--- src/hdl/modinv_pkg.sv ---
// Package for the modular inverse block: widths, word types and sequencer states.
package modinv_pkg;

	localparam int DATA_W = 32;
	localparam int WIDTH  = 32;

	typedef struct packed {
		logic [DATA_W-1:0] value;
		logic [DATA_W-1:0] modulus;
	} item_t;

	typedef struct packed {
		logic              found;
		logic [DATA_W-1:0] inverse;
	} result_t;

	typedef struct packed {
		logic start;
		logic take;
	} ctl_t;

	typedef struct packed {
		logic busy;
		logic done;
	} stat_t;

	typedef enum logic [2:0] {
		ST_IDLE,
		ST_ALIGN,
		ST_SUB,
		ST_FIX,
		ST_DONE
	} state_t;

endpackage

--- src/hdl/modular_inverse.sv ---
// Modular inverse: one value and modulus in, found flag and inverse out, one word per item.
// Each item runs through extended Euclid, built from one shared shift, compare and subtract
// unit: every quotient is formed bit by bit by shifting the divisor up until it just fits
// and then subtracting it back down. An item with a modulus below 2 or a zero value skips
// the shift and subtract steps and goes straight to the done state. The item side stalls
// while the engine works; a finished word sits in the result register so the next item
// is taken as soon as the engine has handed it over.
module modular_inverse (
	input  logic                clk,
	input  logic                arst_n,
	input  logic                item_valid,
	output logic                item_stall,
	input  modinv_pkg::item_t   item,
	output logic                result_valid,
	input  logic                result_stall,
	output modinv_pkg::result_t result
);
	import modinv_pkg::*;

	ctl_t    ctl;
	stat_t   stat;
	result_t core_result;
	logic    out_valid_q;
	result_t out_q;

	assign item_stall = stat.busy;
	assign ctl.start  = item_valid && !stat.busy;
	assign ctl.take   = !out_valid_q || !result_stall;

	modinv_core u_core (
		.clk    (clk),
		.arst_n (arst_n),
		.ctl    (ctl),
		.item   (item),
		.stat   (stat),
		.result (core_result)
	);

	always_ff @(posedge clk or negedge arst_n) begin
		if (!arst_n) begin
			out_valid_q <= 1'b0;
		end else if (stat.done && ctl.take) begin
			out_valid_q <= 1'b1;
		end else if (!result_stall) begin
			out_valid_q <= 1'b0;
		end
	end

	always_ff @(posedge clk) begin
		if (stat.done && ctl.take) begin
			out_q <= core_result;
		end
	end

	assign result_valid = out_valid_q;
	assign result       = out_q;

endmodule

--- src/hdl/modinv_core.sv ---
// Shift-subtract extended Euclid engine with its sequencer.
module modinv_core (
	input  logic              clk,
	input  logic              arst_n,
	input  modinv_pkg::ctl_t  ctl,
	input  modinv_pkg::item_t item,
	output modinv_pkg::stat_t stat,
	output modinv_pkg::result_t result
);
	import modinv_pkg::*;

	state_t state_q, state_d;

	logic        [WIDTH-1:0] m_q, rp_q, rc_q, rs_q;
	logic signed [WIDTH:0]   tp_q, tc_q, ts_q;
	logic                    found_q;
	logic        [WIDTH-1:0] inv_q;

	logic        [WIDTH-1:0] a_in, m_in;
	logic                    can_shift;
	logic                    ge;
	logic        [WIDTH-1:0] rp_new;
	logic signed [WIDTH:0]   tp_new;
	logic                    last_digit;
	logic signed [WIDTH:0]   tp_fix;

	assign a_in       = item.value[WIDTH-1:0];
	assign m_in       = item.modulus[WIDTH-1:0];
	assign can_shift  = !rs_q[WIDTH-1] && ({rs_q, 1'b0} <= {1'b0, rp_q});
	assign ge         = rs_q <= rp_q;
	assign rp_new     = ge ? rp_q - rs_q : rp_q;
	assign tp_new     = ge ? tp_q - ts_q : tp_q;
	assign last_digit = rs_q == rc_q;
	assign tp_fix     = tp_q[WIDTH] ? tp_q + $signed({1'b0, m_q}) : tp_q;

	always_ff @(posedge clk or negedge arst_n) begin
		if (!arst_n) begin
			state_q <= ST_IDLE;
		end else begin
			state_q <= state_d;
		end
	end

	always_comb begin
		state_d   = state_q;
		stat.busy = 1'b1;
		stat.done = 1'b0;
		unique case (state_q)
			ST_IDLE: begin
				stat.busy = 1'b0;
				if (ctl.start) begin
					if (m_in < WIDTH'(2) || a_in == '0) begin
						state_d = ST_DONE;
					end else begin
						state_d = ST_ALIGN;
					end
				end
			end
			ST_ALIGN: begin
				if (!can_shift) begin
					state_d = ST_SUB;
				end
			end
			ST_SUB: begin
				if (last_digit) begin
					state_d = (rp_new == '0) ? ST_FIX : ST_ALIGN;
				end
			end
			ST_FIX: begin
				state_d = ST_DONE;
			end
			ST_DONE: begin
				stat.done = 1'b1;
				if (ctl.take) begin
					state_d = ST_IDLE;
				end
			end
			default: begin
				state_d = ST_IDLE;
			end
		endcase
	end

	always_ff @(posedge clk) begin
		unique case (state_q)
			ST_IDLE: begin
				if (ctl.start) begin
					m_q     <= m_in;
					rp_q    <= m_in;
					rc_q    <= a_in;
					rs_q    <= a_in;
					tp_q    <= '0;
					tc_q    <= (WIDTH+1)'(1);
					ts_q    <= (WIDTH+1)'(1);
					found_q <= 1'b0;
					inv_q   <= '0;
				end
			end
			ST_ALIGN: begin
				if (can_shift) begin
					rs_q <= {rs_q[WIDTH-2:0], 1'b0};
					ts_q <= ts_q <<< 1;
				end
			end
			ST_SUB: begin
				if (last_digit) begin
					rp_q <= rc_q;
					rc_q <= rp_new;
					rs_q <= rp_new;
					tp_q <= tc_q;
					tc_q <= tp_new;
					ts_q <= tp_new;
				end else begin
					rp_q <= rp_new;
					tp_q <= tp_new;
					rs_q <= rs_q >> 1;
					ts_q <= ts_q >>> 1;
				end
			end
			ST_FIX: begin
				if (rp_q == WIDTH'(1)) begin
					found_q <= 1'b1;
					inv_q   <= tp_fix[WIDTH-1:0];
				end
			end
			ST_DONE: begin
			end
			default: begin
			end
		endcase
	end

	assign result.found   = found_q;
	assign result.inverse = DATA_W'(inv_q);

	a_start_idle: assert property (@(posedge clk) disable iff (!arst_n)
		ctl.start |-> state_q == ST_IDLE)
		else $error("start while engine busy");

	a_divisor_nonzero: assert property (@(posedge clk) disable iff (!arst_n)
		(state_q == ST_ALIGN || state_q == ST_SUB) |-> rc_q != '0)
		else $error("zero divisor in engine");

	a_shift_ge_divisor: assert property (@(posedge clk) disable iff (!arst_n)
		(state_q == ST_ALIGN || state_q == ST_SUB) |-> rs_q >= rc_q)
		else $error("shifted divisor below divisor");

	a_inverse_range: assert property (@(posedge clk) disable iff (!arst_n)
		(state_q == ST_DONE && found_q) |-> (inv_q != '0 && inv_q < m_q))
		else $error("inverse out of range");

	a_not_found_zero: assert property (@(posedge clk) disable iff (!arst_n)
		(state_q == ST_DONE && !found_q) |-> inv_q == '0)
		else $error("nonzero inverse without found");

endmodule

--- config.mk ---
export PLATFORM = sky130hd
export DESIGN_NAME = modular_inverse
export DESIGN_NICKNAME = d
export VERILOG_FILES = /design/src/hdl/modinv_pkg.sv /design/src/hdl/modular_inverse.sv /design/src/hdl/modinv_core.sv
export SDC_FILE = /design/constraint.sdc
export NUM_CORES = 1
export LEC_CHECK = 0
export ABC_AREA = 1
export BUFFER_PORTS_ARGS = -buffer_cell sky130_fd_sc_hd__buf_2
export CAP_MARGIN = 20
export CORE_ASPECT_RATIO = 1.1
export CORE_MARGIN = 8
export CORE_UTILIZATION = 25
export DETAILED_ROUTE_END_ITERATION = 8
export GPL_ROUTABILITY_DRIVEN = 0
export GPL_TIMING_DRIVEN = 0
export PLACE_DENSITY_LB_ADDON = 0.15
export SETUP_SLACK_MARGIN = 0.5
export SLEW_MARGIN = 10
export SYNTH_ARGS = -nofsm -noshare
export SYNTH_HDL_FRONTEND = slang
export SYNTH_SLANG_ARGS = --single-unit
--- constraint.sdc ---
create_clock -name clk -period 8.9 [get_ports clk]
set_input_delay 1.78 -clock clk [delete_from_list [all_inputs] [get_ports clk]]
set_output_delay 1.78 -clock clk [all_outputs]
set_load 0.005 [all_outputs]
# Word level (Yosys, flattened, before mapping)
# Index checks and enable logic that the tools add are counted.
# op_classes
n_addsub,3
order_cmp,3
eq_ne,13
mux,38
reduce_logical,21
# ops
cell,count
$mux 32,10
$mux 33,7
$pmux 32 s2,3
$pmux 33 s2,2
$pmux 33 s3,1
$pmux 32 s3,1
$logic_not 32->1,2
$le 33x32->1,1
$sub 33x33->33,1
$add 32x32->32,1
$eq 32x1->1 const B,1
$eq 32x32->1,1
$le 32x32->1,1
$lt 32x2->1 const B,1
$sub 32x32->32,1
$mux 3,5
$pmux 3 s5,1
$reduce_and 3->1,3
$ne 2x1->1 const B,4
$reduce_and 4->1,2
$eq 3x2->1 const B,2
$mux 1,6
$ne 2x2->1 const B,3
$reduce_and 2->1,2
other kinds (10),16
# word_totals
regBits,297

# Logic depth before layout (Yosys ltp)
# Gate-level depths: netlist of run 1.
# depth
ltp_word,6
depth_mapped,25
depth_no_buf,24

# Modules after synthesis
# A second synthesis of run 1 with hierarchy kept.
# hier_totals
cells_unflattened,2589
hier_area_um2,20796.2
# modules_own_cells
mod,n_inst,cells_per_inst,area_each_um2,seq_area_each_um2
modinv_core,1,2549,19756.4,7882.6
modular_inverse,1,40,1039.7,1016.0

# Least setup slack after synthesis of run 1
# OpenSTA, ideal clock, no wires.
# synth_path
path_kind,input to register
startpoint,input port item_valid
endpoint,"register u_core.rs_q[0], enable pin"
setup_ns,0.507
arrival_time_ns,4.912
path_slack_ns,3.481
path_stages,2
path_buffers,0
cell_sequence,inv_1 -> a21oi_1
# synth_via
elab_chain_cells,3
# synth_rtl
element,line,text
from (decl),modular_inverse.sv:11,"input logic item_valid,"
$logic_and 1x1->1,modular_inverse.sv:27,assign ctl.start = item_valid && !stat.busy;
$ne 2x2->1 (no line),n/a,
$reduce_and 3->1 (no line),n/a,
to (signal assigned),modinv_core.sv:91,rs_q <= a_in;
to (signal assigned),modinv_core.sv:101,"rs_q <= {rs_q[WIDTH-2:0], 1'b0};"
to (signal assigned),modinv_core.sv:109,rs_q <= rp_new;
to (decl),modinv_core.sv:14,"logic [WIDTH-1:0] m_q, rp_q, rc_q, rs_q;"
# No other way between the ends.
# A chain may end at the register's enable or synchronous reset.

# Worst setup path after layout of run 1
# layout_path
startpoint,register u_core.rs_q[22]
endpoint,"register u_core.rc_q[24], enable pin"
# layout_via
elab_chain_cells,3
# layout_rtl
element,line,text
$eq 32x32->1,modinv_core.sv:33,assign last_digit = rs_q == rc_q;
$ne 2x1->1 (no line),n/a,
$reduce_and 3->1 (no line),n/a,
to (signal assigned),modinv_core.sv:90,rc_q <= a_in;
to (signal assigned),modinv_core.sv:108,rc_q <= rp_new;
to (decl),modinv_core.sv:14,
# No other way between the ends.

==> flow_summary.ini, run 1 <==
[cells_and_area]
final_cell_area_um2 = 24310
final_nets = 2967
multiInputGateArea_um2 = 10070
mostFrequentLayoutCells = 740 x nand2_1, 378 x inv_1, 293 x edfxtp_1, 183 x nor2_1, 158 x o21ai_0
regArea_um2 = 8899
fin_cells = 3875
area_delta_synth_final_pct = 16.98
drive_above_1_share_pct = 10.11
final_common_cell = nand2_1
n_fill_cell = 8904

[placement]
port_buffers = 102
dp_cells = 3802
place_hpwl_um = 67840
place_ws_ps = 4702
placedInstanceArea_um2 = 22940

[logic_synthesis]
yosysWarnings = 0
ys_seq_area_share_pct = 42.82
netlist_top_cells_area = edfxtp_1 42%, nand2_1 13%, ha_1 7.6%
synth.net_count = 2808
syn_area_um2 = 20780
postSynth.asyncResetShare_pct = 1.347
synth-edff-count = 293
ys_seq_elements = 297
synth.top_cell.area_share_pct = 42.34
synthFlopType = edfxtp_1
yosysUniqueCellTypes = 54
syn_inst = 2611
synth_top_area_cell = edfxtp_1
synth.avg_cell_area_um2 = 7.960

[floorplan]
num_rows = 111
die_h_um = 318.4
pin_count = 103
design.core.area_um2 = 82910
start_util_pct = 25.07
die_w_um = 290.9
die-area_um2 = 92620

[worst_setup_path]
slowest_delay_ps = 720
slowest_stage = nor4_1
cp-start-kind = register
cp-end-kind = register
cp_cell_sequence = inv_1, or2_2, nand4_1, nor4_1, nand4_1, nor2_1, inv_2, clkbuf_1, clkbuf_1, nand2_4, buf_16
worstPathMaxFanout = 34
crit_required_ps = 9160
cp_num_buf_inv = 5
arrival_ps = 4490
critPathKind = reg2reg
cp_top_family = simple AND/OR/NAND/NOR gates

[sta]
setup_tns_ps = 0
setup_viol = 0
rsz0062_at_grt = false
layout_setup_ws_ps = 4675
min_period_ps = 4225
fin_worst_skew_ps = 36.34
finalCritPeriodShare_pct = 47.48
slew_viol_final = 0
tightest_slew_ps = 1155
fmax_mhz = 236.7
hold_viol = 0
slew_headroom_pct = 23.01

[cts]
cts_tree = built
ctsHoldBuffers = 0
path_clk_slew_ps = 60
clock-sinks = 297
root_buffer = clkbuf_16
htree_levels = 2
insertion_delay_ps = 590
post-cts-setup-buffers = 0
cts_resized = 0
clockBufferDepth = 3
cts_made_buffers = 39

[global_routing]
grt_max_degree = 39
grt_pass1_vias = 19380
grt_use_total_pct = 17.83
antenna_found_initial = 2
grt_pass1_wl_um = 125300
gr-total-overflow = 0

[min_path]
hp-class = reg2reg

[detailed_routing]
first_iter_violations = 1663
via_count = 19090
wirelength_um = 85190
viasPerCell = 4.925
dr.pass1.iters = 5
drtAntennaViolNets = 0
drc_errors = 0
wl_per_cell_um = 21.98

[job]
drv_cap = 0

[status]
status = finished clean
-- cell families (layout without fill, tap and decap cells) --
| family | Yosys count | count (layout) | synth area share [%] |
|---|---|---|---|
| AND/OR/NAND/NOR | 1175 | 1175 | 23.73 |
| AO/OA/AOI/OAI | 462 | 462 | 13.52 |
| XOR/XNOR | 74 | 74 | 3.119 |
| other | 0 | 2 | 0 |
| adder cells (fa/ha/maj) | 129 | 129 | 7.875 |
| flip-flops | 297 | 297 | 42.82 |
| buffers and inverters | 474 | 663 | 8.940 |
-- path summary, 6_finish.rpt --
check / start / end / slack [ps] / cells past startpoint
min: u_core.inv_q[21] / result[21] / 420 / 0
min in group asynchronous: arst_n / result_valid / 1000 / 1
max in group asynchronous: arst_n / u_core.state_q[2] / 7770 / 1
max reg2reg: u_core.rs_q[22] / u_core.rc_q[24] / 4670 / 11
min reg2reg: u_core.inv_q[21] / result[21] / 420 / 0
max: u_core.rs_q[22] / u_core.rc_q[24] / 4670 / 11
-- final cells by class --
| type | instances | area share (%) |
|---|---|---|
| well taps | 1073 | 5.522 |
| multi-input cells | 1840 | 41.42 |
| repair buffers | 118 | 3.170 |
| plain buffers | 74 | 1.456 |
| inverters | 400 | 6.196 |
| diodes | 2 | 0.02059 |
| flip-flops and latches | 297 | 36.60 |
| clock buffers | 47 | 4.261 |
| clock inverters | 24 | 1.348 |
-- layer usage --
layer  up-vias  GRT usage, %  share of wire, %
met4         2         6.610               4.0
met2       609         31.53                48
li1       9148             -                 -
met5         -             0             0.015
met3       142         2.244               5.2
met1      9185         22.03                42
-- worst reg2reg max path, delay by kind of cell, from the launching register on --
kind,cells,cell delay (ps)
buffers and inverters,5,1430
flip-flops,1,470
AND/OR/NAND/NOR,6,1990
-- state kept, by name, summed over array words and instances (netlist names) --
signal	count
result	33
result_valid	1
u_core.found_q	1
u_core.inv_q	32
u_core.m_q	32
u_core.rc_q	32
u_core.rp_q	32
u_core.rs_q	32
u_core.state_q	3
u_core.tc_q	33
u_core.tp_q	33
u_core.ts_q	33
-- synthesized netlist by cell type (6+ instances only) --
library cell	instances
a221oi_1	6
o21ai_1	6
a21oi_1	124
o22ai_1	23
or2_2	13
o221ai_1	40
o21ai_0	158
nor3_1	22
buf_2	22
clkbuf_1	45
nor4_1	30
nand2_1	741
o21bai_1	20
o211ai_1	24
nor2_1	184
edfxtp_1	293
o2111ai_1	21
xnor2_1	34
nand4_1	38
nand3_1	113
inv_2	19
nand2_2	16
ha_1	126
a21o_1	14
inv_1	379
xor2_1	40
-- stage by stage --
step           hold WS (ps)  utilization (%)
5_1_grt               420.8            29.32
4_1_cts               421.4            29.32
2_1_floorplan         400.3                -
6_report              418.2            29.32
3_5_place_dp          407.5            27.67
3_3_place_gp          402.6            27.30
Power of run 1 is left out: the tool's default activity adds up to more than one toggle a clock period on the data nets, which glitch-free logic cannot reach.
==> run 2: changes to the inputs <==
==> constraint.sdc (replaced) <==
create_clock -name clk -period 3.9 [get_ports clk]
set_input_delay 0.78 -clock clk [delete_from_list [all_inputs] [get_ports clk]]
set_output_delay 0.78 -clock clk [all_outputs]
set_load 0.005 [all_outputs]
==> run 2 against run 1 <==
Critical path depth decreased by 2. Die area unchanged. Utilization increased by 0.12 points. First-iteration DRC count decreased by 0.60%. Hold slack got worse by 21 ps. Count of clock-buffer cells in the layout decreased by 3. Non-clock buffer count increased by 12. Routed wire length increased by 0.56%. Via count increased by 0.70%.
==> flow_summary.ini, run 2 (synthesis gave the netlist of run 1 again) <==
[cells_and_area]
final_nets = 2979
fin_cells = 3884
area_delta_synth_final_pct = 17.47
antenna_cells = 0
mostFrequentLayoutCells = 738 x nand2_1, 376 x inv_1, 293 x edfxtp_1, 178 x nor2_1, 157 x o21ai_0
drive_above_1_share_pct = 11.13
final_util_pct = 29.44
final_common_cell = nand2_1

[worst_setup_path]
cp_cell_sequence = inv_1, or2_2, nand4_1, nor4_4, nand4_1, nand2_1, buf_2, buf_2, o221ai_1
slowest_delay_ps = 460
crit_start = u_core.rs_q[22]
crit_required_ps = 4180
arrival_ps = 3580
critPathKind = reg2reg
rr_startpoint = u_core.rs_q[22]
worstPathMaxFanout = 10
slowest_stage = edfxtp_1
cp-end-kind = register
cp-start-kind = register

[min_path]
hp-class = in2reg
min_from = item[28]

[detailed_routing]
routed.top_layer = met5
first_iter_violations = 1653
dr.pass1.iters = 6
met1Wirelength_um = 36140
drtAntennaViolNets = 0
via_count = 19220
wirelength_um = 85670
met3RoutedLength_um = 4506
wl_met2_um = 41090
drc_errors = 0
viasPerCell = 4.948
wl_per_cell_um = 22.06

[sta]
min_period_ps = 3290
finalCritPeriodShare_pct = 84.37
fmax_mhz = 303.9
slew_headroom_pct = 20.39
rsz0062_at_grt = false
layout_setup_ws_ps = 609.6
tightest_slew_ps = 1194
hold_viol = 0
setup_viol = 0
slew_viol_final = 0
fin_worst_skew_ps = 28.63

[placement]
port_buffers = 102
place_hpwl_um = 68350
place_ws_ps = -413.4
dp_cells = 3803

[global_routing]
grt_pass1_vias = 19510
grt_pass1_wl_um = 125400
gr-total-overflow = 0
antenna_found_initial = 2
grt_max_degree = 31
grt_use_total_pct = 17.87

[floorplan]
die_h_um = 318.4
start_util_pct = 25.07
design.core.area_um2 = 82910
num_rows = 111
die-area_um2 = 92620
pin_count = 103
die_w_um = 290.9

[job]
drv_cap = 0

[cts]
cts_tree = built
clock-sinks = 297
path_clk_slew_ps = 60
htree_levels = 2
clockBufferDepth = 3
insertion_delay_ps = 590
cts_made_buffers = 38
root_buffer = clkbuf_16

[status]
status = finished clean
-- run 2: changes by cell type in the layout (fill, tap and decap cells not counted), moves of 4 or more --
cell	before	now
clkinv_2	6	12
buf_2	127	123
nor2_1	183	178
bufinv_16	6	2
clkbuf_1	50	45
buf_12	1	5
nor2_2	4	9
buf_4	3	12
-- run 2: per-layer routing --
layer / vias to the layer above / GRT usage [%]
met2: 661 / 31.07
met5: - / 0
li1: 9163 / -
met4: 2 / 7.496
met1: 9220 / 22.22
met3: 173 / 2.181
-- run 2: what timing repair did --
action | CTS | global route
cloned | 1 | 0
buffers inserted | 2 | 8
endpoints found under the hold margin | 4 | 0
resized for setup | 18 | 25
endpoints found under the setup margin | 187 | 99
pin swaps | 2 | 3
hold buffers | 1 | 0
-- run 2: through the flow --
stage | hold slack (ps) | area, µm² | setup TNS [ps]
floorplan | 400.3 | 20810 | 0
global placement | 403.1 | 22660 | -250130
detailed placement | 404.5 | 23000 | -17080
CTS | 349.9 | 24300 | 0
global route | 374.2 | 24410 | 0
finish | 396.8 | 24410 | 0
-- run 2: worst max-delay path: cells and delay by family (launching register included) --
kind                   cells  cell delay [ps]
AO/OA/AOI/OAI              1              210
AND/OR/NAND/NOR            5             1320
buffers and inverters      3              990
flip-flops                 1              460
-- run 2: area by class of cell --
type | instances | area (µm²)
Clock buffer | 44 | 994.7
Clock inverter | 25 | 196.4
Timing Repair Buffer | 130 | 900.9
Tap cell | 1073 | 1343
Inverter | 400 | 1511
Fill cell | 8891 | 58500
Multi-Input combinational cell | 1841 | 10180
Sequential cell | 297 | 8899
Buffer | 74 | 382.9
-- run 2: path summary, 6_finish.rpt --
| check | depth (start not counted) | slack [ps] | endpoint |
|---|---|---|---|
| max | 9 | 610 | u_core.rp_q[25] |
| min | 1 | 400 | u_core.m_q[28] |
| max reg2reg | 9 | 610 | u_core.rp_q[25] |
| min reg2reg | 0 | 420 | result[4] |
| max in group asynchronous | 2 | 3100 | result_valid |
| min in group asynchronous | 2 | 670 | u_core.state_q[0] |
Power of run 2 is left out for the same reason.
==> run 3: changes to the inputs <==
--- a/config.mk
+++ b/config.mk
@@ -5,7 +5,7 @@
 export SDC_FILE = /design/constraint.sdc
 export NUM_CORES = 1
 export LEC_CHECK = 0
-export ABC_AREA = 1
+export ABC_AREA = 0
 export BUFFER_PORTS_ARGS = -buffer_cell sky130_fd_sc_hd__buf_2
 export CAP_MARGIN = 20
 export CORE_ASPECT_RATIO = 1.1
==> constraint.sdc (replaced) <==
create_clock -name clk -period 2.9 [get_ports clk]
set_input_delay 0.58 -clock clk [delete_from_list [all_inputs] [get_ports clk]]
set_output_delay 0.58 -clock clk [all_outputs]
set_load 0.005 [all_outputs]
==> run 3 against run 2 <==
The flow now finishes with violations (setup timing). Routed wire length up 7.0%. Critical path type unchanged. Critical path depth up 5. Final cell count is 8.5% lower.
==> flow_summary.ini, run 3 <==
[status]
status = complete, but fails checks
violations = setup timing

[detailed_routing]
drtAntennaViolNets = 0
dr.pass1.iters = 5
drc_errors = 0
wl_per_cell_um = 25.80
viasPerCell = 5.271
via_count = 18730
wirelength_um = 91680
first_iter_violations = 1576

[cells_and_area]
final_common_cell = edfxtp_1
final_nets = 2670
regArea_um2 = 8899
multiInputGateArea_um2 = 12820
area_delta_synth_final_pct = 42.43
final_util_pct = 35.83
n_fill_cell = 8068
mostFrequentLayoutCells = 293 x edfxtp_1, 156 x nor2_1, 156 x nand2_1, 118 x inv_1
antenna_cells = 0
drive_above_1_share_pct = 32.60
final_cell_area_um2 = 28680

[cts]
clock-sinks = 297
path_clk_slew_ps = 70
cts_tree = built
cts_made_buffers = 37
root_buffer = clkbuf_16
insertion_delay_ps = 570
htree_levels = 2
clockBufferDepth = 3

[sta]
finalCritPeriodShare_pct = 129.7
rsz0062_at_grt = true
slew_headroom_pct = 21.93
fmax_mhz = 265.9
slew_viol_final = 0
fin_worst_skew_ps = 28.33
hold_viol = 0
worst_hold_slack_ps = 239.0
setup_viol = 278
min_period_ps = 3761
layout_setup_ws_ps = -861.4
tightest_slew_ps = 1171

[global_routing]
gr-total-overflow = 0
antenna_found_initial = 1
grt_max_degree = 66
grt_pass1_vias = 18830
grt_use_total_pct = 19.27
grt_pass1_wl_um = 128000

[min_path]
whs_endpoint = u_core.m_q[5]
hp-class = in2reg
min_from = item[5]
min_path_cells = 1

[worst_setup_path]
cp_cell_sequence = ha_1, buf_6, a21o_1, or3_4, o22a_1, buf_6, buf_4, xnor2_2, nand4b_1, nor4_4, nand4_1, o31ai_4, nand4_1, o21ai_1
arrival_ps = 4260
cp-start-kind = register
slowest_stage = edfxtp_1
cp-end-kind = register
rr_worst_depth = 14
critPathKind = reg2reg
r2r_end = u_core.state_q[1]
rr_startpoint = u_core.rp_q[5]
ff2ff_setup_slack_ps = -860
worstPathMaxFanout = 3
crit_required_ps = 3390
slowest_delay_ps = 480

[logic_synthesis]
syn_area_um2 = 20140
synth_top_area_cell = edfxtp_1
synth.avg_cell_area_um2 = 9.553
postSynth.asyncResetShare_pct = 1.347
synth-edff-count = 293
ys_seq_area_share_pct = 44.19
yosys-top-cells-count = 293 x edfxtp_1, 222 x nor2_1, 181 x nand2_1
syn_inst = 2108
synthFlopType = edfxtp_1
yosysWarnings = 0
netlist_top_cells_area = edfxtp_1 44%, ha_1 7.8%, nor2_1 4.1%
synth.top_cell.area_share_pct = 43.69
yosysUniqueCellTypes = 85
ys_seq_elements = 297
synth.most_common_cell = edfxtp_1
synth.net_count = 2305

[floorplan]
num_rows = 109
pin_count = 103
design.core.area_um2 = 80060
die-area_um2 = 89900
die_w_um = 286.6
die_h_um = 313.7
start_util_pct = 25.15

[placement]
place_hpwl_um = 64660
port_buffers = 102
placedInstanceArea_um2 = 22950

[job]
drv_cap = 0
run 3: cell types whose count changed after synthesis, sizes merged, moves of 19 or more:
cell	delta
a211oi	+39
a22oi	+28
nand3	-77
o2111ai	-19
clkbuf	+29
nor2	+31
mux2i	+62
a21o	+44
a21oi	+39
o221ai	-36
nand2	-579
xnor2	+24
inv	-275
run 3: how the worst max path moves through the flow:
| stage | slack, ps | startpoint | end | cells after the start |
|---|---|---|---|---|
| final | -860 | u_core.rp_q[5] | u_core.state_q[1] | 14 |
| after detailed placement | -1530 | u_core.rp_q[0] | u_core.state_q[1] | 15 |
| after global placement | -2490 | u_core.rs_q[1] | u_core.ts_q[8] | 11 |
| after global routing | -990 | u_core.rp_q[2] | u_core.state_q[1] | 12 |
| after CTS | -790 | u_core.rs_q[0] | u_core.state_q[1] | 16 |
| after floorplan | -1020 | u_core.rs_q[1] | u_core.rs_q[0] | 11 |
run 3: kinds of logic (layout without fill, tap and decap cells):
group / Yosys count / after routing / synth area share (%)
simple gates: 659 / 665 / 15.68
compound gates: 631 / 631 / 19.93
flops: 297 / 297 / 44.19
buf+inv: 234 / 620 / 4.716
fa+ha+maj: 129 / 129 / 8.127
xor+xnor: 89 / 89 / 3.871
mux: 69 / 69 / 3.492
run 3: per-layer routing:
metal	vias to the layer above	share of wire (%)	track usage, %
li1	8613	-	-
met2	701	48	33.43
met3	171	6.3	3.033
met5	-	0	0
met1	9248	41	23.58
met4	0	4.9	8.081
run 3: metrics by stage:
step,TNS [ps],std cells,setup WS [ps]
floorplan,-86470,2108,-1020
global placement,-490620,3264,-2486
detailed placement,-363020,3271,-1535
CTS,-157780,3477,-790.1
global route,-201550,3554,-985.4
finish,-172670,3554,-861.4
run 3: final cells by class:
type	instances	area share [%]
Multi-Input combinational cell	1583	44.69
Clock buffer	41	3.281
Timing Repair Buffer	320	11.05
Inverter	126	1.662
Sequential cell	297	31.03
Buffer	108	2.788
Tap cell	1054	4.598
Clock inverter	25	0.9074
run 3: worst max-delay path, delay by kind of cell, from the launching register on:
family | cells | cell delay, ps
AOI/OAI and AO/OA | 4 | 840
xor gates and xnor gates | 1 | 340
adders and majority gates | 1 | 350
buffers and inverters | 3 | 400
DFF | 1 | 480
and+or+nand+nor | 5 | 1260
run 3: what timing repair did:
item,in CTS,in global routing
endpoints found under the setup margin,491,485
buffers inserted,122,71
pin swaps,108,97
hold endpoints to repair,4,0
hold buffers,1,0
gates resized for setup,341,217
gates cloned,17,6
Power of run 3 is left out for the same reason.
